`src/sv/tmae_pkg.sv`:
```
package tmae_pkg;

  localparam int unsigned MaskRegs = 4;
  localparam int unsigned MaskW    = 18;
  localparam int unsigned TableW   = 12;
  localparam int unsigned CodeW    = 3;
  localparam int unsigned TempW    = 16;

  localparam logic signed [TempW-1:0] MaxStart = 16'sd0;
  localparam logic signed [TempW-1:0] MinStart = 16'sd100;

  localparam logic       OpSample  = 1'b0;
  localparam logic       OpScanEnd = 1'b1;

  localparam logic [2:0] CfgMask0    = 3'd0;
  localparam logic [2:0] CfgMask1    = 3'd1;
  localparam logic [2:0] CfgMask2    = 3'd2;
  localparam logic [2:0] CfgMask3    = 3'd3;
  localparam logic [2:0] CfgMuxTable = 3'd4;

  typedef enum logic [4:0] {
    StClear  = 5'b00001,
    StIdle   = 5'b00010,
    StWalk   = 5'b00100,
    StDrain  = 5'b01000,
    StFinish = 5'b10000
  } state_e;

  typedef struct packed {
    logic [4:0] sensor;
    logic [2:0] level;
    logic       last;
  } tag_t;

  typedef struct packed {
    logic                    valid;
    tag_t                    tag;
    logic signed [TempW-1:0] value;
  } avg_word_t;

  typedef struct packed {
    logic                    max_found;
    logic [4:0]              max_sensor;
    logic [1:0]              hot_level;
    logic signed [TempW-1:0] max_average;
    logic                    min_found;
    logic [4:0]              min_sensor;
    logic [1:0]              cold_level;
    logic signed [TempW-1:0] min_average;
  } ext_res_t;

  function automatic logic [CodeW-1:0] mux_code_of(input logic [TableW-1:0] tbl,
                                                   input logic [2:0] lvl);
    logic [CodeW-1:0] code;
    code = '0;
    if (32'(lvl) < MaskRegs) begin
      code = tbl[3*32'(lvl) +: CodeW];
    end
    return code;
  endfunction

endpackage

```
`src/sv/tmae_extrema.sv`:
```
module tmae_extrema (
  input  logic                clk_i,
  input  logic                rst_ni,
  input  logic                start_i,
  input  tmae_pkg::avg_word_t avg_i,
  output tmae_pkg::ext_res_t  res_o,
  output logic                done_o
);

  logic                              max_found_q, min_found_q, done_q;
  logic [4:0]                        max_sensor_q, min_sensor_q;
  logic [2:0]                        max_lvl_q, min_lvl_q;
  logic signed [tmae_pkg::TempW-1:0] max_v_q, min_v_q;

  always_ff @(posedge clk_i or negedge rst_ni) begin
    if (!rst_ni) begin
      max_found_q <= 1'b0;
      min_found_q <= 1'b0;
      done_q      <= 1'b0;
    end else begin
      done_q <= avg_i.valid & avg_i.tag.last;
      if (start_i) begin
        max_found_q <= 1'b0;
        min_found_q <= 1'b0;
      end else if (avg_i.valid) begin
        if (avg_i.value > max_v_q) begin
          max_found_q <= 1'b1;
        end
        if (avg_i.value < min_v_q) begin
          min_found_q <= 1'b1;
        end
      end
    end
  end

  always_ff @(posedge clk_i) begin
    if (start_i) begin
      max_v_q <= tmae_pkg::MaxStart;
      min_v_q <= tmae_pkg::MinStart;
    end else if (avg_i.valid) begin
      if (avg_i.value > max_v_q) begin
        max_v_q      <= avg_i.value;
        max_sensor_q <= avg_i.tag.sensor;
        max_lvl_q    <= avg_i.tag.level;
      end
      if (avg_i.value < min_v_q) begin
        min_v_q      <= avg_i.value;
        min_sensor_q <= avg_i.tag.sensor;
        min_lvl_q    <= avg_i.tag.level;
      end
    end
  end

  always_comb begin
    res_o.max_found   = max_found_q;
    res_o.max_sensor  = max_found_q ? max_sensor_q : '0;
    res_o.hot_level   = max_found_q ? max_lvl_q[1:0] : '0;
    res_o.max_average = max_found_q ? max_v_q : '0;
    res_o.min_found   = min_found_q;
    res_o.min_sensor  = min_found_q ? min_sensor_q : '0;
    res_o.cold_level  = min_found_q ? min_lvl_q[1:0] : '0;
    res_o.min_average = min_found_q ? min_v_q : '0;
  end

  assign done_o = done_q;

endmodule

```
`config.mk`:
```
export PLATFORM = sky130hd
export DESIGN_NAME = tmae_extrema
export DESIGN_NICKNAME = d
export VERILOG_FILES = /design/src/sv/tmae_pkg.sv /design/src/sv/tmae_extrema.sv
export SDC_FILE = /design/constraint.sdc
export NUM_CORES = 1
export LEC_CHECK = 0
export BUFFER_PORTS_ARGS = -buffer_cell sky130_fd_sc_hd__buf_2
export CORE_ASPECT_RATIO = 1.75
export CORE_MARGIN = 4
export CORE_UTILIZATION = 53
export CTS_CLUSTER_DIAMETER = 200
export DETAILED_ROUTE_END_ITERATION = 16
export PLACE_DENSITY = 0.8
export SLEW_MARGIN = 20
export SYNTH_ARGS = -nofsm -noshare
export SYNTH_HDL_FRONTEND = slang
export SYNTH_SLANG_ARGS = --single-unit
```
`constraint.sdc`:
```
create_clock -name clk_i -period 3.6 [get_ports clk_i]
set_input_delay 0.18 -clock clk_i [delete_from_list [all_inputs] [get_ports clk_i]]
set_output_delay 0.18 -clock clk_i [all_outputs]
set_load 0.01 [all_outputs]
```
-- Yosys cells after proc, flatten, opt, wreduce, memory -nomap -nowiden
Cells that the tools add are included.
- bitwise gates (word level): 2
- magnitude comparators: 2
- multiplexer cells: 12
- reductions and logical operators: 9
- operator list (operator ; number):
    16-bit two-way mux ; 2
    16-bit > comparator ; 1
    16-bit < comparator ; 1
    5-bit two-way mux ; 2
    2-bit AND reduction ; 4
    1-bit two-way mux ; 6
    3-bit AND reduction ; 2
    2-bit nonzero test ; 3
    2-bit two-way mux ; 2
    1-bit bitwise AND ; 1
    1-bit NOT ; 1
- output and inout bits: 49
- word-level logic and storage cells: 34
- register bits: 49
- input bits: 29

-- Depth between registers and ports, before layout
- depth after elaboration: 4
- depth in mapped cells: 10
- gate-level depth less buffers: 8

-- Worst setup path after synthesis
OpenSTA, ideal clock, no wires.
- kind: register to register
- start point: register max_v_q[15] (netlist bit)
- end point: register max_lvl_q[0] (enable)
- required time: 3.240 ns
- arrival: 2.142 ns
- period minus slack after synthesis: 2.501 ns
- library setup time: 0.360 ns
- stages on the path, launching flop included: 9
- path buffers: 0
- path slack: 1.099 ns
- path through: dfxtp_1 > inv_1 > ha_1 > and4_1 > a21oi_1 > o21ai_1 > nor3_1 > mux2_2 > nor2_1
- longest elaborated chain between the ends: 2
- RTL lines (what ; RTL line ; source):
    from (decl) ; tmae_extrema.sv:13 ; logic signed [tmae_pkg::TempW-1:0] max_v_q, min_v_q;
    from (signal assigned) ; tmae_extrema.sv:38 ; max_v_q <= tmae_pkg::MaxStart;
    from (signal assigned) ; tmae_extrema.sv:42 ; max_v_q <= avg_i.value;
    16-bit > comparator ; tmae_extrema.sv:41 ; if (avg_i.value > max_v_q) begin
    3-bit AND reduction (no source line) ; -- ;
    to (signal assigned) ; tmae_extrema.sv:44 ; max_lvl_q <= avg_i.tag.level;
    to (decl) ; tmae_extrema.sv:12 ; logic [2:0] max_lvl_q, min_lvl_q;
Every way passes these cells.
A chain may end at the register's enable or synchronous reset.

-- Worst setup path in the final report
- start point: register max_v_q[15] (netlist bit)
- end point: register max_sensor_q[1] (enable)
- longest elaborated chain between the ends: 2
- RTL lines (what ; RTL line ; source):
    16-bit > comparator ; tmae_extrema.sv:41 ;
    3-bit AND reduction (no source line) ; -- ;
    to (signal assigned) ; tmae_extrema.sv:43 ; max_sensor_q <= avg_i.tag.sensor;
    to (decl) ; tmae_extrema.sv:11 ; logic [4:0] max_sensor_q, min_sensor_q;
Every way passes these cells.

==> results.yml <==
placed_design:
  portBuffers: 76
  dpl.hpwl_um: 5060
  place_congestion: 0.822
pwr:
  p_leak_nw: 1.68
  irDropWorstVdd_uv: 375
  p_per_area_mw_per_mm2: 388
  p_total_w: 0.00135
outcome:
  run_status: "completed"
cells_and_area:
  utilization: 0.650
  fin_nets: 443
  syn2layout_area_growth_pct: 17.8
  drive_above_1_share: 0.237
  antennaDiodeCount: 0
  final_common_cell: "buf_2"
  final_cell_mix: "76 x buf_2, 43 x nand2b_1, 39 x nor2_1"
timing:
  final.setup.tns_ns: 0
  hold_viol_final: 0
  slew_viol_final: 0
  max_slew_margin: 0.525
  min_period_over_period: 0.797
  fin_crit_ns: 2.87
  max_freq_mhz: 348
  rsz0062_at_grt: "no"
  max_slew.worst_pin.slew_ns: 0.712
  setup_viol: 0
  clock-skew-final_ns: 0.00391
drt:
  viasPerCell: 5.12
  dr_total_vias: 2345
  wirelength_um: 6510
  drtIter0Drc: 67
  dr.pass1.iters: 6
  drc_errors: 0
  postRouteAntennaNets: 0
  wl_per_cell_um: 14.2
clocking:
  cts_tree: "yes"
  cts_buffer_depth: 2
  clk_pin_slew_ns: 0.09
  cts.sinks: 49
  cts_resized: 0
  htreeDepth: 2
  clk-insertion-delay-late_ns: 0.30
  clock-root-buffer: "clkbuf_8"
  cts_made_buffers: 5
worst_setup_path:
  slowest_stage: "nor2_1"
  crit_type: "flip-flop to flip-flop"
  path_max_fanout: 7
  cp_data_arrival_time_ns: 2.81
  start_kind: "flip-flop"
  path_cells: "inv_1 -> ha_1 -> and4_1 -> a21oi_1 -> o21ai_1 -> nor3_1 -> mux2_2 -> nor2_1"
  cpPeakStageDelay_ns: 0.47
  critPathRequiredTime_ns: 3.54
  cp-end-kind: "flip-flop"
global_route:
  grt_pass1_wl_um: 10600
  antenna_found_initial: 0
  overflow: 0
  first_global_vias: 2415
  grt_max_degree: 56
  grt.total_usage: 0.195
yosys:
  synthFlopType: "dfxtp_1"
  yosys_warnings: 0
  syn_nets: 370
  seq_area_frac_synth: 0.385
  synth_edf_count: 14
  yosysTopAreaCellShare: 0.217
  synth_seq_cells: 49
  synthTopCellsByArea: "dfxtp_1 22%, edfxtp_1 14%, ha_1 13%"
  synth_cell_type_count: 36
  synth_area_per_cell_um2: 9.51
  synth_cells: 310
  synth_area_mm2: 0.00295
  synthArstFlopShare: 0.0612
  yosysTopAreaCell: "dfxtp_1"
die:
  initial_core_util: 0.552
  fp-row-count: 35
  die_h_um: 107
  dieArea_mm2: 0.00687
  die_w_um: 64.4
  io_pins: 78
  core_area_mm2: 0.00534
hold_path:
  min_path_type: "input port to flip-flop"
job:
  max-cap-violations: 0
==> routing by layer <==
layer | share of wire | global-route usage | vias to the layer above
met3 | 0.052 | 0.0325 | 23
met5 | 0 | 0 | -
li1 | - | - | 1167
met2 | 0.54 | 0.376 | 78
met1 | 0.38 | 0.201 | 1077
met4 | 0.027 | 0.0817 | 0
==> synthesized netlist by cell type, types with 4 or more instances <==
cell type / number
a21oi_1: 11
edfxtp_1: 14
ha_1: 31
dfxtp_1: 32
and2_1: 17
nand2_1: 7
a21o_1: 4
mux2i_1: 33
nor2_1: 39
nand2b_1: 43
clkbuf_1: 8
inv_1: 34
==> state kept, by name (all words and copies together), names as in the netlist <==
name	flops
max_v_q	16
min_lvl_q	2
max_sensor_q	5
max_found_q	1
done_o	1
max_lvl_q	2
min_v_q	16
min_found_q	1
min_sensor_q	5
==> final timing paths <==
check / slack [ns] / endpoint / depth (start not counted) / startpoint
setup / recovery: 0.73 / max_sensor_q[1] / 8 / max_v_q[15]
hold / removal: 0.07 / min_lvl_q[1] / 1 / avg_i[18]
setup reg to reg: 0.73 / max_sensor_q[1] / 8 / max_v_q[15]
hold reg to reg: 0.48 / max_v_q[8] / 2 / max_v_q[8]
max in group asynchronous: 3.29 / done_o / 2 / rst_ni
min in group asynchronous: 0.20 / min_found_q / 2 / rst_ni
==> cells by family (layout without fill, tap and decap cells) <==
kind of cell             Yosys count  in the layout  synth area share
adder cells (fa/ha/maj)           31             31             0.132
buffers and inverters             47            121            0.0730
flip-flops                        49             49             0.385
multiplexers                      35             35             0.120
AO/OA/AOI/OAI                     26             26            0.0645
AND/OR/NAND/NOR                  122            122             0.225
==> through the flow <==
step                hold slack [ns]  area, µm²  setup slack, ns  cells
floorplan                    -0.116       2950             1.10    310
global placement            -0.0211       3350            0.839    449
detailed placement          -0.0190       3350            0.788    449
CTS                          0.0605       3470            0.752    458
global route                 0.0576       3470            0.523    458
finish                       0.0665       3470            0.729    458
==> power by group <==
part           total, W  leakage, nW  switching, W  internal (W)
Clock          0.000382       0.0518      0.000178      0.000204
Sequential     0.000635        0.430     0.0000230      0.000612
Combinational  0.000332         1.20      0.000187      0.000144
==> worst max-delay path, delay by kind of cell (launching register included) <==
family	cells	cell delay, ns
adder cells (fa/ha/maj)	1	0.31
flip-flops	1	0.34
AO/OA/AOI/OAI	2	0.24
buffers and inverters	1	0.06
multiplexers	1	0.45
AND/OR/NAND/NOR	3	1.11
==> cell type report <==
cell class                 instances  area [µm²]
clock buffer                       5        68.8
clock inverter                     3        41.3
fill                             459        1870
inverter                          34         128
multi-input combinational        214        1600
sequential                        49        1140
tap                               74        92.6
timing repair buffer              79         405
==> timing repair <==
action | in CTS | in global routing
buffers inserted | 0 | 0
hold buffers | 1 | 0
endpoints found under the hold margin | 3 | 0
Power figures use the tool's default switching activity.
