`src/sv/tmae_pkg.sv`:
```
package tmae_pkg;

  localparam int unsigned MaskRegs = 4;
  localparam int unsigned MaskW    = 18;
  localparam int unsigned TableW   = 12;
  localparam int unsigned CodeW    = 3;
  localparam int unsigned TempW    = 16;

  localparam logic signed [TempW-1:0] MaxStart = 16'sd0;
  localparam logic signed [TempW-1:0] MinStart = 16'sd100;

  localparam logic       OpSample  = 1'b0;
  localparam logic       OpScanEnd = 1'b1;

  localparam logic [2:0] CfgMask0    = 3'd0;
  localparam logic [2:0] CfgMask1    = 3'd1;
  localparam logic [2:0] CfgMask2    = 3'd2;
  localparam logic [2:0] CfgMask3    = 3'd3;
  localparam logic [2:0] CfgMuxTable = 3'd4;

  typedef enum logic [4:0] {
    StClear  = 5'b00001,
    StIdle   = 5'b00010,
    StWalk   = 5'b00100,
    StDrain  = 5'b01000,
    StFinish = 5'b10000
  } state_e;

  typedef struct packed {
    logic [4:0] sensor;
    logic [2:0] level;
    logic       last;
  } tag_t;

  typedef struct packed {
    logic                    valid;
    tag_t                    tag;
    logic signed [TempW-1:0] value;
  } avg_word_t;

  typedef struct packed {
    logic                    max_found;
    logic [4:0]              max_sensor;
    logic [1:0]              hot_level;
    logic signed [TempW-1:0] max_average;
    logic                    min_found;
    logic [4:0]              min_sensor;
    logic [1:0]              cold_level;
    logic signed [TempW-1:0] min_average;
  } ext_res_t;

  function automatic logic [CodeW-1:0] mux_code_of(input logic [TableW-1:0] tbl,
                                                   input logic [2:0] lvl);
    logic [CodeW-1:0] code;
    code = '0;
    if (32'(lvl) < MaskRegs) begin
      code = tbl[3*32'(lvl) +: CodeW];
    end
    return code;
  endfunction

endpackage

```
`src/sv/tmae_avg.sv`:
```
module tmae_avg #(
  parameter int unsigned AVG_DEPTH = 8
) (
  input  logic                               clk_i,
  input  logic                               rst_ni,
  input  logic                               valid_i,
  input  logic                               first_i,
  input  logic                               last_i,
  input  tmae_pkg::tag_t                     tag_i,
  input  logic signed [tmae_pkg::TempW-1:0]  data_i,
  output tmae_pkg::avg_word_t                avg_o
);

  localparam int unsigned LogDepth = (AVG_DEPTH > 1) ? $clog2(AVG_DEPTH) : 0;
  localparam int unsigned MagW     = tmae_pkg::TempW + LogDepth;
  localparam int unsigned SumW     = MagW + 1;
  localparam int unsigned Shift    = MagW + LogDepth;
  localparam int unsigned RecipW   = MagW + 1;
  localparam int unsigned ProdW    = MagW + RecipW;
  localparam logic [63:0] RecipFull =
    ((64'd1 << Shift) + 64'(AVG_DEPTH) - 64'd1) / 64'(AVG_DEPTH);
  localparam logic [RecipW-1:0] Recip = RecipW'(RecipFull);

  logic signed [SumW-1:0] acc_q, sum_d;
  logic                   v2_q, v3_q, v4_q;
  tmae_pkg::tag_t         tag2_q, tag3_q, tag4_q;
  logic signed [SumW-1:0] sum2_q;
  logic [MagW-1:0]        mag3_q;
  logic                   neg3_q, neg4_q;
  logic [ProdW-1:0]       prod4_q;
  logic [ProdW-Shift-1:0] quot;

  assign sum_d = (first_i ? SumW'(0) : acc_q) + SumW'(data_i);

  always_ff @(posedge clk_i or negedge rst_ni) begin
    if (!rst_ni) begin
      v2_q <= 1'b0;
      v3_q <= 1'b0;
      v4_q <= 1'b0;
    end else begin
      v2_q <= valid_i & last_i;
      v3_q <= v2_q;
      v4_q <= v3_q;
    end
  end

  always_ff @(posedge clk_i) begin
    if (valid_i) begin
      acc_q <= sum_d;
    end
    sum2_q  <= sum_d;
    tag2_q  <= tag_i;
    neg3_q  <= sum2_q[SumW-1];
    mag3_q  <= sum2_q[SumW-1] ? MagW'(-sum2_q) : MagW'(sum2_q);
    tag3_q  <= tag2_q;
    prod4_q <= ProdW'(mag3_q) * ProdW'(Recip);
    neg4_q  <= neg3_q;
    tag4_q  <= tag3_q;
  end

  assign quot = prod4_q[ProdW-1:Shift];

  always_comb begin
    avg_o.valid = v4_q;
    avg_o.tag   = tag4_q;
    avg_o.value = neg4_q ? tmae_pkg::TempW'(-quot) : tmae_pkg::TempW'(quot);
  end

endmodule

```
`config.mk`:
```
export PLATFORM = sky130hd
export DESIGN_NAME = tmae_avg
export DESIGN_NICKNAME = d
export VERILOG_FILES = /design/src/sv/tmae_pkg.sv /design/src/sv/tmae_avg.sv
export SDC_FILE = /design/constraint.sdc
export NUM_CORES = 1
export LEC_CHECK = 0
export ABC_CLOCK_PERIOD_IN_PS = 7400
export BUFFER_PORTS_ARGS = -buffer_cell sky130_fd_sc_hd__clkbuf_2
export CORE_MARGIN = 2
export CORE_UTILIZATION = 60
export CTS_CLUSTER_DIAMETER = 40
export DETAILED_ROUTE_END_ITERATION = 7
export GPL_TIMING_DRIVEN = 0
export PLACE_DENSITY = 0.95
export SLEW_MARGIN = 10
export SYNTH_ARGS = -nofsm -noshare
export SYNTH_HDL_FRONTEND = slang
export SYNTH_SLANG_ARGS = --single-unit
```
`constraint.sdc`:
```
create_clock -name clk_i -period 7.4 [get_ports clk_i]
set_clock_uncertainty 0.2 [all_clocks]
set_input_delay 0.37 -clock clk_i [delete_from_list [all_inputs] [get_ports clk_i]]
set_output_delay 0.37 -clock clk_i [all_outputs]
set_load 0.02 [all_outputs]
```
Word-level counts from Yosys, hierarchy flattened
Cells that the tools add are included.
{"block": "classes", "mux": 3, "n_bitwise": 1, "n_addsub": 3}
{"operator": "$add 20x16->20", "count": 1}
{"operator": "$mux 20", "count": 1}
{"operator": "$mux 19", "count": 1}
{"operator": "$neg 19->19", "count": 1}
{"operator": "$mux 16", "count": 1}
{"operator": "$neg 16->16", "count": 1}
{"operator": "$and 1x1->1", "count": 1}
{"block": "totals", "elab_cells": 25, "input_bits": 30, "register_bits": 110, "out_inout_bits": 26}

Longest topological paths before layout
Gate-level depths: netlist of the first run.
{"block": "logic_depth", "depth_word": 2, "mapped_depth": 10, "ltp_nobuf": 8}

Worst setup path after synthesis of the first run
No wires, ideal clock.
{"block": "synth_path", "path_kind": "input-to-reg", "startpoint": "input port first_i", "endpoint": "register acc_q[17], data pin", "arrival_time_ns": 2.528, "t_required_ns": 6.936, "path_stages": 10, "path_buffers": 3, "setup_ns": 0.264, "slack_ns": 4.408, "cell_sequence": "clkbuf_1 clkbuf_1 nor2b_1 ha_1 buf_2 nand4_1 a211oi_1 a21oi_1 or3b_2 o311a_1"}
{"block": "synth_between", "elab_chain_cells": 2}
{"element": "from (decl)", "line_no": "tmae_avg.sv:7", "source": "input logic first_i,"}
{"element": "$mux 20", "line_no": "tmae_avg.sv:33", "source": "assign sum_d = (first_i ? SumW'(0) : acc_q) + SumW'(data_i);"}
{"element": "$add 20x16->20", "line_no": "tmae_avg.sv:33"}
{"element": "via sum_d[17]", "line_no": "tmae_avg.sv:24", "source": "logic signed [SumW-1:0] acc_q, sum_d;"}
{"element": "to (signal assigned)", "line_no": "tmae_avg.sv:49", "source": "acc_q <= sum_d;"}
{"element": "to (decl)", "line_no": "tmae_avg.sv:24"}
The timed path passes the listed nets, and every way through them passes these cells.
A chain may end at the register's enable or synchronous reset.

Worst setup path after layout of the first run
Same ends and word-level chain as after synthesis.

==> results of run 1 <==
-- cells by family (layout without fill, tap and decap cells) --
| family | after synthesis | count (layout) | share of synthesized area |
|---|---|---|---|
| fa+ha+maj | 21 | 21 | 0.0670 |
| buf+inv | 11 | 92 | 0.0161 |
| simple gates | 93 | 93 | 0.119 |
| flops | 104 | 104 | 0.569 |
| compound gates | 79 | 79 | 0.130 |
| xor+xnor | 45 | 45 | 0.0977 |
-- critical path, cell delays in order --
cell      delay, ns
clkbuf_2       0.09
clkbuf_1       0.36
clkbuf_1       0.39
nor2b_1        0.14
ha_1           0.29
buf_2          0.17
nand4_1        0.17
a211oi_1       0.26
a21oi_1        0.21
or3b_2         0.50
o311a_1        0.17
-- layout make-up --
| cell class | instances | area share |
|---|---|---|
| sequential | 104 | 0.488 |
| multi-input combinational | 238 | 0.355 |
| timing repair buffer | 65 | 0.0797 |
| clock buffer | 9 | 0.0263 |
| tap | 77 | 0.0205 |
| clock inverter | 7 | 0.0173 |
| buffer | 9 | 0.0122 |
| inverter | 2 | 0.00159 |
-- power by group --
part	total, mW	switching, mW	internal [mW]
combinational	0.597	0.351	0.246
sequential	0.848	0.0962	0.752
clock	0.346	0.210	0.136
total	1.79	0.657	1.13
-- flip-flops by register name (all words and copies together) (netlist names) --
name,flops
v2_q,1
mag3_q,16
v4_q,1
neg4_q,1
prod4_q,16
tag2_q,9
neg3_q,1
v3_q,1
acc_q,20
sum2_q,20
avg_o,9
tag3_q,9
-- path summary, 6_finish.rpt --
check,from,to,slack [ns],depth (start not counted)
min in group asynchronous,rst_ni,v2_q$_DFF_PN0_,0.12,2
max in group asynchronous,rst_ni,v4_q$_DFF_PN0_,6.76,2
min reg2reg,mag3_q[15]$_DFF_P_,prod4_q[34]$_DFF_P_,0.13,0
max reg2reg,acc_q[0]$_DFFE_PP_,acc_q[18]$_DFFE_PP_,4.47,8
min,last_i,v2_q$_DFF_PN0_,0.05,2
max,first_i,acc_q[17]$_DFFE_PP_,4.17,11
-- repair_timing --
action	in CTS	in global routing
hold endpoints to repair	12	0
gates resized for setup	0	0
hold buffers	10	0
-- metal layers --
metal	global-route usage	up-vias	routed length [microns]
met2	0.400	85	4020
met1	0.274	1329	3330
met3	0.0462	11	336
met5	0	-	0
met4	0.0837	0	144
li1	-	1411	-
-- cells in the final DEF, fill, tap and decap left out, drive strengths merged, types with 3 or more instances in the layout --
| master | Yosys | final |
|---|---|---|
| nand2b | 5 | 5 |
| buf | 5 | 5 |
| o21ai | 19 | 19 |
| o41ai | 5 | 5 |
| nor2 | 8 | 8 |
| dfrtp | 3 | 3 |
| a21oi | 20 | 20 |
| o31ai | 5 | 5 |
| or4 | 4 | 4 |
| xnor2 | 30 | 30 |
| clkbuf | 4 | 68 |
| nor3 | 3 | 3 |
| a21o | 6 | 6 |
| xor2 | 15 | 15 |
| inv | 2 | 7 |
| ha | 20 | 20 |
| dfxtp | 81 | 81 |
| a211oi | 5 | 5 |
| nand2 | 32 | 32 |
| edfxtp | 20 | 20 |
| dlygate4sd3 | 0 | 10 |
| nor2b | 20 | 20 |
| nand3 | 9 | 9 |
| o21a | 5 | 5 |
-- through the flow --
step / util / cell area (sq um) / setup WS [ns]
2_1_floorplan: - / 4030 / 4.41
3_3_place_gp: 0.686 / 4410 / 3.88
3_5_place_dp: 0.686 / 4410 / 3.85
4_1_cts: 0.733 / 4710 / 4.22
5_1_grt: 0.733 / 4710 / 4.00
6_report: 0.733 / 4710 / 4.17
==> out/metrics.cfg, run 1 <==
[finish]
drive_gt1_frac = 0.182
num_antenna_cells = 0
fillers = 415
stdcell_count = 511
multi_input_area_sq_mm = 0.00167
area_delta_synth_final_pct = 16.8
nets = 480
regArea_sq_mm = 0.00230

[critical_path]
worst_ep_arrival_time_ns = 3.14
end_kind = register
worstPathRequired_ns = 7.31
criticalPathCategory = in -> reg
startpoint_type = input port
cp_max_fo = 10

[sta]
drv_slew = 0
hold_violations = 0
holdWs_ns = 0.0487
min_period_over_period = 0.437
timing.fmax_mhz = 309
slew-limit-headroom = 0.623
worst_pin_slew_ns = 0.560
finalSetupViolCount = 0
rsz0062_at_grt = no
fin_crit_ns = 3.23
fin_tns_setup_ns = 0

[placed_design]
gp_congestion = 0.845
hpwl_microns = 5660
port-buffer-count = 55
place_inst = 485

[power]
ir_worst_vdd_mv = 0.148
power.leakage_nw = 2.00
p_total_mw = 1.79
powerDensity_mw_per_mm2 = 380

[logic_synthesis]
synth_area_leaders = dfxtp_1 (40%), edfxtp_1 (15%), xnor2_1 (6.5%)
synth_area_per_cell_sq_um = 11.4
yosysTopAreaCell = dfxtp_1
syn_inst = 353
ys_seq_area_frac = 0.569
ys_warn_count = 0
synth-seq-cells = 104
ys_top_cells_by_count = dfxtp_1 (81), nand2_1 (32), xnor2_1 (30)
synth_cell_types = 47
async_reset_ff_frac = 0.0288
yosysMostFrequentCell = dfxtp_1
synth_top_cell_area_share = 0.402
synth_area_sq_mm = 0.00403
synth_top_flop_cell = dfxtp_1
synth_nets = 404
synth_edf_count = 20

[status]
outcome = complete, no violations

[global_route]
grt_overflow = 0
grt_antenna_before_repair = 0
track_usage = 0.227
grt_pass1_wl_microns = 13000
grt_pass1_vias = 2794
grt_max_degree = 22

[clock_network]
cts_buffers = 9
cts_setup_buffers = 0
cts_tree = done
cts_max_level = 3
clock-sinks = 104
clockBufferDepth = 2
clock_latency_ns = 0.36
cts_root_buffer = clkbuf_8
clkTransAtPathRegs_ns = 0.11

[die]
core-area_sq_mm = 0.00642
initial_core_util = 0.628
die_h_microns = 86.0
rows = 29
die_w_microns = 86.0
dieArea_sq_mm = 0.00740
io_pins = 56

[detailed_routing]
drc_errors = 0
final_antenna_net_count = 0
viasPerCell = 5.55
dr.pass1.iters = 6
dr_total_vias = 2836
wl_per_cell_microns = 15.3
drt_iter0_markers = 177
drt_wl_total_microns = 7830

[flow_run]
maxCapViolCount = 0

[worst_hold_path]
hold_class = in -> reg

No activity file was read; power rests on OpenSTA's default activity.
==> inputs of run 2 (changes only) <==
ABC_CLOCK_PERIOD_IN_PS = 2700   (was 7400)
CORE_UTILIZATION = 51   (was 60)
PLACE_DENSITY = 0.87   (was 0.95)
clock period = 2.7 ns   (was 7.4 ns; I/O delays follow)
==> run 2 against run 1 <==
Largest cell class unchanged; critical endpoint is now acc_q[18]$_DFFE_PP_; utilization fell by 9.9 points; cell count is 6.3% higher; global-route usage is 5.9 points lower.
==> out/metrics.cfg, run 2 (synthesis results as in run 1) <==
[critical_path]
crit_path_start = acc_q[0]$_DFFE_PP_  ; was first_i
r2r_start = acc_q[0]$_DFFE_PP_  ; unchanged
critPathSlowestCell = fa_2  ; was or3b_2
slowest_delay_ns = 0.42  ; was 0.50 ns
reg2reg_slack_ns = 0.02  ; was 4.47 ns
criticalPathCategory = reg -> reg  ; was in -> reg
end_kind = register  ; unchanged
crit_end = acc_q[18]$_DFFE_PP_  ; was acc_q[17]$_DFFE_PP_
cp_max_fo = 3  ; was 10
timing.rr.end = acc_q[18]$_DFFE_PP_  ; unchanged
cp_cell_sequence = nor2b_1 -> ha_2 -> fa_2 -> a211oi_4 -> o21a_1 -> nor4_2 -> or4_1 -> o211a_1  ; was clkbuf_2 -> clkbuf_1 -> clkbuf_1 -> nor2b_1 -> ha_1 -> buf_2 -> nand4_1 -> a211oi_1 -> a21oi_1 -> or3b_2 -> o311a_1
worstPathRequired_ns = 2.62  ; was 7.31 ns
worst_ep_arrival_time_ns = 2.60  ; was 3.14 ns
startpoint_type = register  ; was input port
ff2ff_path_depth = 8  ; unchanged

[global_route]
grt_pass1_vias = 2608  ; was 2,794
grt_antenna_before_repair = 0  ; unchanged
use_met1 = 0.207  ; was 0.274
grt_max_degree = 22  ; unchanged
grt_overflow = 0  ; unchanged
track_usage = 0.168  ; was 0.227
top_usage_layer = met2  ; unchanged
use_met2 = 0.284  ; was 0.400
grtUsageMet3 = 0.0277  ; was 0.0462
grt_pass1_wl_microns = 11400  ; was 13,000 microns

[power]
p_comb_frac = 0.335  ; was 0.333
swShare = 0.346  ; was 0.367
seq_power_share = 0.474  ; was 0.473
power.leakage_nw = 2.04  ; was 2.00 nW
p_sw_mw = 1.69  ; was 657 uW
powerDensity_mw_per_mm2 = 1000  ; was 380 mW/mm^2
p_int_mw = 3.19  ; was 1.13 mW
p_clk_frac = 0.191  ; was 0.193
ir_worst_vdd_mv = 0.357  ; was 0.148 mV

[clock_network]
cts_root_buffer = clkbuf_8  ; unchanged
cts_buffers = 9  ; unchanged
clock-sinks = 104  ; unchanged
cts_tree = done  ; unchanged
clkTransAtPathRegs_ns = 0.10  ; was 0.11 ns
clockBufferDepth = 2  ; unchanged
cts_max_level = 3  ; unchanged
clock_latency_ns = 0.36  ; about the same

[sta]
fin_crit_ns = 2.68
timing.fmax_mhz = 373
slew-limit-headroom = 0.654  ; was 0.623
worst_pin_slew_ns = 0.514  ; was 0.560 ns
min_period_over_period = 0.994
drv_slew = 0  ; unchanged
hold_violations = 0  ; unchanged
rsz0062_at_grt = yes  ; was no
finalSetupViolCount = 0  ; unchanged
holdWs_ns = 0.0218  ; was 0.0487 ns

[placed_design]
gp_congestion = 0.925  ; was 0.845
port-buffer-count = 55  ; unchanged
place_inst = 510  ; was 485
hpwl_microns = 5250  ; was 5660 microns

[finish]
num_antenna_cells = 0  ; unchanged
final_common_cell = dfxtp_1  ; unchanged
area_delta_synth_final_pct = 21.0  ; was 16.8%
nets = 487  ; was 480
finish.utilization = 0.635  ; was 0.733
drive_gt1_frac = 0.206  ; was 0.182
layout_common_cells = dfxtp_1 (81), clkbuf_2 (56), nand2_1 (32), xnor2_1 (30)  ; was dfxtp_1 (81), clkbuf_2 (55), nand2_1 (32), xnor2_1 (30)
stdcell_count = 543  ; was 511
reg_top3 = acc_q: 20 flops, sum2_q: 20 flops  ; unchanged

[die]
io_pins = 56  ; unchanged
initial_core_util = 0.525  ; was 0.628
die_w_microns = 92.9  ; was 86.0 microns
dieArea_sq_mm = 0.00864  ; was 0.00740 sq mm
rows = 32  ; was 29
core-area_sq_mm = 0.00769  ; was 0.00642 sq mm
die_h_microns = 92.9  ; was 86.0 microns

[detailed_routing]
drt_wl_total_microns = 6980  ; was 7830 microns
wl_per_cell_microns = 12.8  ; was 15.3 microns
drc_errors = 0  ; unchanged
final_antenna_net_count = 0  ; unchanged
dr_total_vias = 2765  ; was 2,836
drt_iter0_markers = 99  ; was 177
viasPerCell = 5.09  ; was 5.55
dr.pass1.iters = 4  ; was 6

[status]
outcome = complete, no violations  ; unchanged

[flow_run]
maxCapViolCount = 0  ; unchanged

[worst_hold_path]
hold_class = in -> reg  ; unchanged

[run 2: critical path: cells and delay by family (launching register included)]
family	cells	cell delay, ns
AO/OA/AOI/OAI	3	0.59
adder cells (fa/ha/maj)	2	0.64
flip-flops	1	0.38
AND/OR/NAND/NOR	3	0.64
[run 2: power groups by stage]
stage | registers, mW | logic, mW | clock network (mW)
2_1_floorplan | 2.29 | 1.18 | 0
3_3_place_gp | 2.32 | 1.53 | 0
3_5_place_dp | 2.35 | 1.58 | 0
4_1_cts | 2.31 | 1.62 | 0.957
5_1_grt | 2.36 | 1.79 | 1.02
6_report | 2.31 | 1.64 | 0.931
[run 2: metrics by stage]
stage	total power [mW]	setup TNS (ns)	area [sq um]	worst slack [ns]
finish	4.88	0	4880	0.0166
global placement	3.85	-3.03	4440	-0.417
floorplan	3.47	0	4040	0.0270
detailed placement	3.93	-3.78	4440	-0.462
CTS	4.88	0	4820	0.0217
global route	5.18	-0.213	4880	-0.0865
[run 2: layout make-up]
cell class	instances	area (sq um)
well taps	102	128
clock inverters	5	42.5
repair buffers	73	450
inverters	2	7.51
fillers	604	2810
plain buffers	8	61.3
multi-input cells	238	1730
flip-flops and latches	104	2300
clock buffers	11	163
[run 2: what timing repair did]
action / in CTS / in global routing
resized for setup: 6 / 11
setup buffers: 1 / 1
hold endpoints to repair: 18 / 1
pin swaps: 2 / 5
hold buffers: 15 / 1
endpoints found under the setup margin: 8 / 8
[run 2: worst min-delay path by stage]
stage          startpoint                  to  slack (ns)  cells after the start
2_1_floorplan      rst_ni      v2_q$_DFF_PN0_       -0.36                      0
6_report        data_i[3]   sum2_q[3]$_DFF_P_        0.02                      3
3_3_place_gp       rst_ni      v2_q$_DFF_PN0_       -0.27                      1
3_5_place_dp       rst_ni      v2_q$_DFF_PN0_       -0.26                      1
4_1_cts        data_i[11]  sum2_q[11]$_DFF_P_       0.004                      3
5_1_grt         data_i[5]   sum2_q[5]$_DFF_P_        0.03                      3
[run 2: per-layer routing]
layer  part of all wire  wire length (microns)
met2               0.49                   3390
met4              0.015                    106
met3              0.041                    283
met5                  0                      0
met1               0.46                   3200
==> inputs of run 3 (changes only) <==
ABC_CLOCK_PERIOD_IN_PS = 2600   (was 2700)
CORE_UTILIZATION = 56   (was 51)
PLACE_DENSITY = 0.9   (was 0.87)
clock period = 2.6 ns   (was 2.7 ns; I/O delays follow)
==> run 3 against run 2 <==
The run now ends with setup timing left; fmax is 1.1% lower; sequential power up 5%; combinational power increased by 12%; largest cell class unchanged.
==> out/metrics.cfg, run 3 (synthesis results as in run 1) <==
[worst_hold_path]
worstHoldStart = data_i[6]  ; was data_i[3]
hold_class = in -> reg  ; unchanged

[status]
violations = setup timing
outcome = complete, but fails checks  ; was complete, no violations

[sta]
finalSetupViolCount = 7  ; was 0
min_period_over_period = 1.04  ; was 0.994
rsz0062_at_grt = yes  ; unchanged
drv_slew = 0  ; unchanged
hold_violations = 0  ; unchanged
worst_pin_slew_ns = 0.549  ; was 0.514 ns
fin_crit_ns = 2.71  ; was 2.68 ns
slew-limit-headroom = 0.634  ; was 0.654
timing.fmax_mhz = 369  ; was 373 MHz
worst_slack_ns = -0.113  ; was 0.0166 ns

[die]
die_h_microns = 88.9  ; was 92.9 microns
core-area_sq_mm = 0.00687  ; was 0.00769 sq mm
io_pins = 56  ; unchanged
initial_core_util = 0.587  ; was 0.525
dieArea_sq_mm = 0.00790  ; was 0.00864 sq mm
rows = 30  ; was 32
die_w_microns = 88.9  ; was 92.9 microns

[global_route]
top_usage_layer = met2  ; unchanged
grt_pass1_vias = 2834  ; was 2,608
track_usage = 0.214  ; was 0.168
grt_overflow = 0  ; unchanged
grtUsageMet3 = 0.0653  ; was 0.0277
grt_pass1_wl_microns = 12800  ; was 11,400 microns
use_met1 = 0.253  ; was 0.207
use_met2 = 0.372  ; was 0.284
grt_max_degree = 22  ; unchanged
grt_antenna_before_repair = 0  ; unchanged

[clock_network]
cts_max_level = 3  ; unchanged
cts_buffers = 9  ; unchanged
clock_latency_ns = 0.37  ; was 0.36 ns
cts_root_buffer = clkbuf_8  ; unchanged
clockBufferDepth = 2  ; unchanged
cts_tree = done  ; unchanged
clkTransAtPathRegs_ns = 0.10  ; about the same
clock-sinks = 104  ; unchanged

[critical_path]
criticalPathCategory = reg -> reg  ; unchanged
worst_ep_arrival_time_ns = 2.63  ; was 2.60 ns
crit_path_start = acc_q[2]$_DFFE_PP_  ; was acc_q[0]$_DFFE_PP_
startpoint_type = register  ; unchanged
critPathSlowestCell = o21ai_0  ; was fa_2
worstPathRequired_ns = 2.52  ; was 2.62 ns
slowest_delay_ns = 0.39  ; was 0.42 ns
end_kind = register  ; unchanged
cp_cell_sequence = nor2b_1 -> ha_1 -> o21ai_0 -> o21ai_1 -> a21oi_2 -> a21oi_1 -> o311a_1  ; was nor2b_1 -> ha_2 -> fa_2 -> a211oi_4 -> o21a_1 -> nor4_2 -> or4_1 -> o211a_1
cp_max_fo = 6  ; was 3
r2r_start = acc_q[2]$_DFFE_PP_  ; was acc_q[0]$_DFFE_PP_

[detailed_routing]
drc_errors = 0  ; unchanged
drt_iter0_markers = 213  ; was 99
dr_total_vias = 3017  ; was 2,765
final_antenna_net_count = 0  ; unchanged
dr.pass1.iters = 5  ; was 4
wl_per_cell_microns = 16.1  ; was 12.8 microns
drt_wl_total_microns = 8820  ; was 6980 microns
viasPerCell = 5.53  ; was 5.09

[placed_design]
hpwl_microns = 5260  ; was 5250 microns
gp_congestion = 0.902  ; was 0.925
port-buffer-count = 55  ; unchanged

[finish]
reg_top3 = acc_q: 20 flops, sum2_q: 20 flops  ; unchanged
finish.utilization = 0.738  ; was 0.635
multi_input_area_sq_mm = 0.00185  ; was 0.00173 sq mm
num_antenna_cells = 0  ; unchanged
nets = 496  ; was 487
regArea_sq_mm = 0.00230  ; unchanged
fillers = 435  ; was 604
area_delta_synth_final_pct = 25.6  ; was 21.0%
layout_common_cells = dfxtp_1 (81), clkbuf_2 (56), nand2_1 (32), xnor2_1 (30), edfxtp_1 (20)  ; was dfxtp_1 (81), clkbuf_2 (56), nand2_1 (32), xnor2_1 (30)
drive_gt1_frac = 0.260  ; was 0.206
final_common_cell = dfxtp_1  ; unchanged

[power]
powerDensity_mw_per_mm2 = 1050  ; was 1000 mW/mm^2
power.leakage_nw = 2.12  ; was 2.04 nW
ir_worst_vdd_mv = 0.634  ; was 0.357 mV
p_total_mw = 5.32  ; was 4.88 mW

[flow_run]
maxCapViolCount = 0  ; unchanged

run 3: cell types whose count changed in the layout (fill, tap and decap cells not counted), sizes merged:
cell,delta
clkinvlp,-1
bufinv,+1
buf,+10
inv,+1
clkinv,+1
clkbuf,-2
dlygate4sd3,-1
run 3: what timing repair did:
item                                    4_1_cts  5_1_grt
gates resized for setup                      10       33
buffers inserted                              4        7
pin swaps                                     4       10
endpoints found under the setup margin       15       21
endpoints found under the hold margin        18        0
hold buffers                                 15        0
run 3: final timing paths:
kind	end	slack (ns)	depth (start not counted)
worst max-delay path	acc_q[17]$_DFFE_PP_	-0.11	7
max in group asynchronous	v4_q$_DFF_PN0_	1.62	3
worst min-delay path	sum2_q[6]$_DFF_P_	0.03	3
min in group asynchronous	v2_q$_DFF_PN0_	0.44	3
worst min register to register	prod4_q[32]$_DFF_P_	0.13	0
worst max register to register	acc_q[17]$_DFFE_PP_	-0.11	7
run 3: final cells by class:
cell class                 count  area share
sequential                   104       0.453
multi-input combinational    238       0.364
timing repair buffer          81       0.100
clock buffer                   9      0.0245
tap                           96      0.0237
clock inverter                 7      0.0188
buffer                         9      0.0136
inverter                       2     0.00148
run 3: routing by layer:
| metal | wire (microns) | share of wire |
|---|---|---|
| met5 | 0 | 0 |
| met4 | 209 | 0.024 |
| met3 | 646 | 0.073 |
| met2 | 4520 | 0.51 |
| met1 | 3440 | 0.39 |
run 3: report_power, final:
part | switching [mW] | leakage [nW] | internal (mW) | total, mW
Combinational | 1.06 | 1.09 | 0.786 | 1.84
Sequential | 0.280 | 0.918 | 2.14 | 2.42
Clock | 0.579 | 0.111 | 0.475 | 1.05
run 3: critical path: cells and delay by family, from the launching register on:
kind                       cells  cell delay [ns]
adders and majority gates      1             0.37
DFF                            1             0.38
and+or+nand+nor                1             0.15
AOI/OAI and AO/OA              5             1.36
run 3: metrics by stage:
stage / area (sq um) / hold slack, ns / setup WS (ns) / setup TNS [ns] / instances
6_report: 5070 / 0.0271 / -0.113 / -0.392 / 546
3_3_place_gp: 4430 / -0.275 / -0.357 / -2.27 / 504
3_5_place_dp: 4430 / -0.271 / -0.435 / -3.58 / 504
2_1_floorplan: 4040 / -0.366 / 0.0111 / 0 / 353
5_1_grt: 5070 / 0.0199 / -0.187 / -0.960 / 546
4_1_cts: 4870 / 0.0155 / -0.0423 / -0.0423 / 539
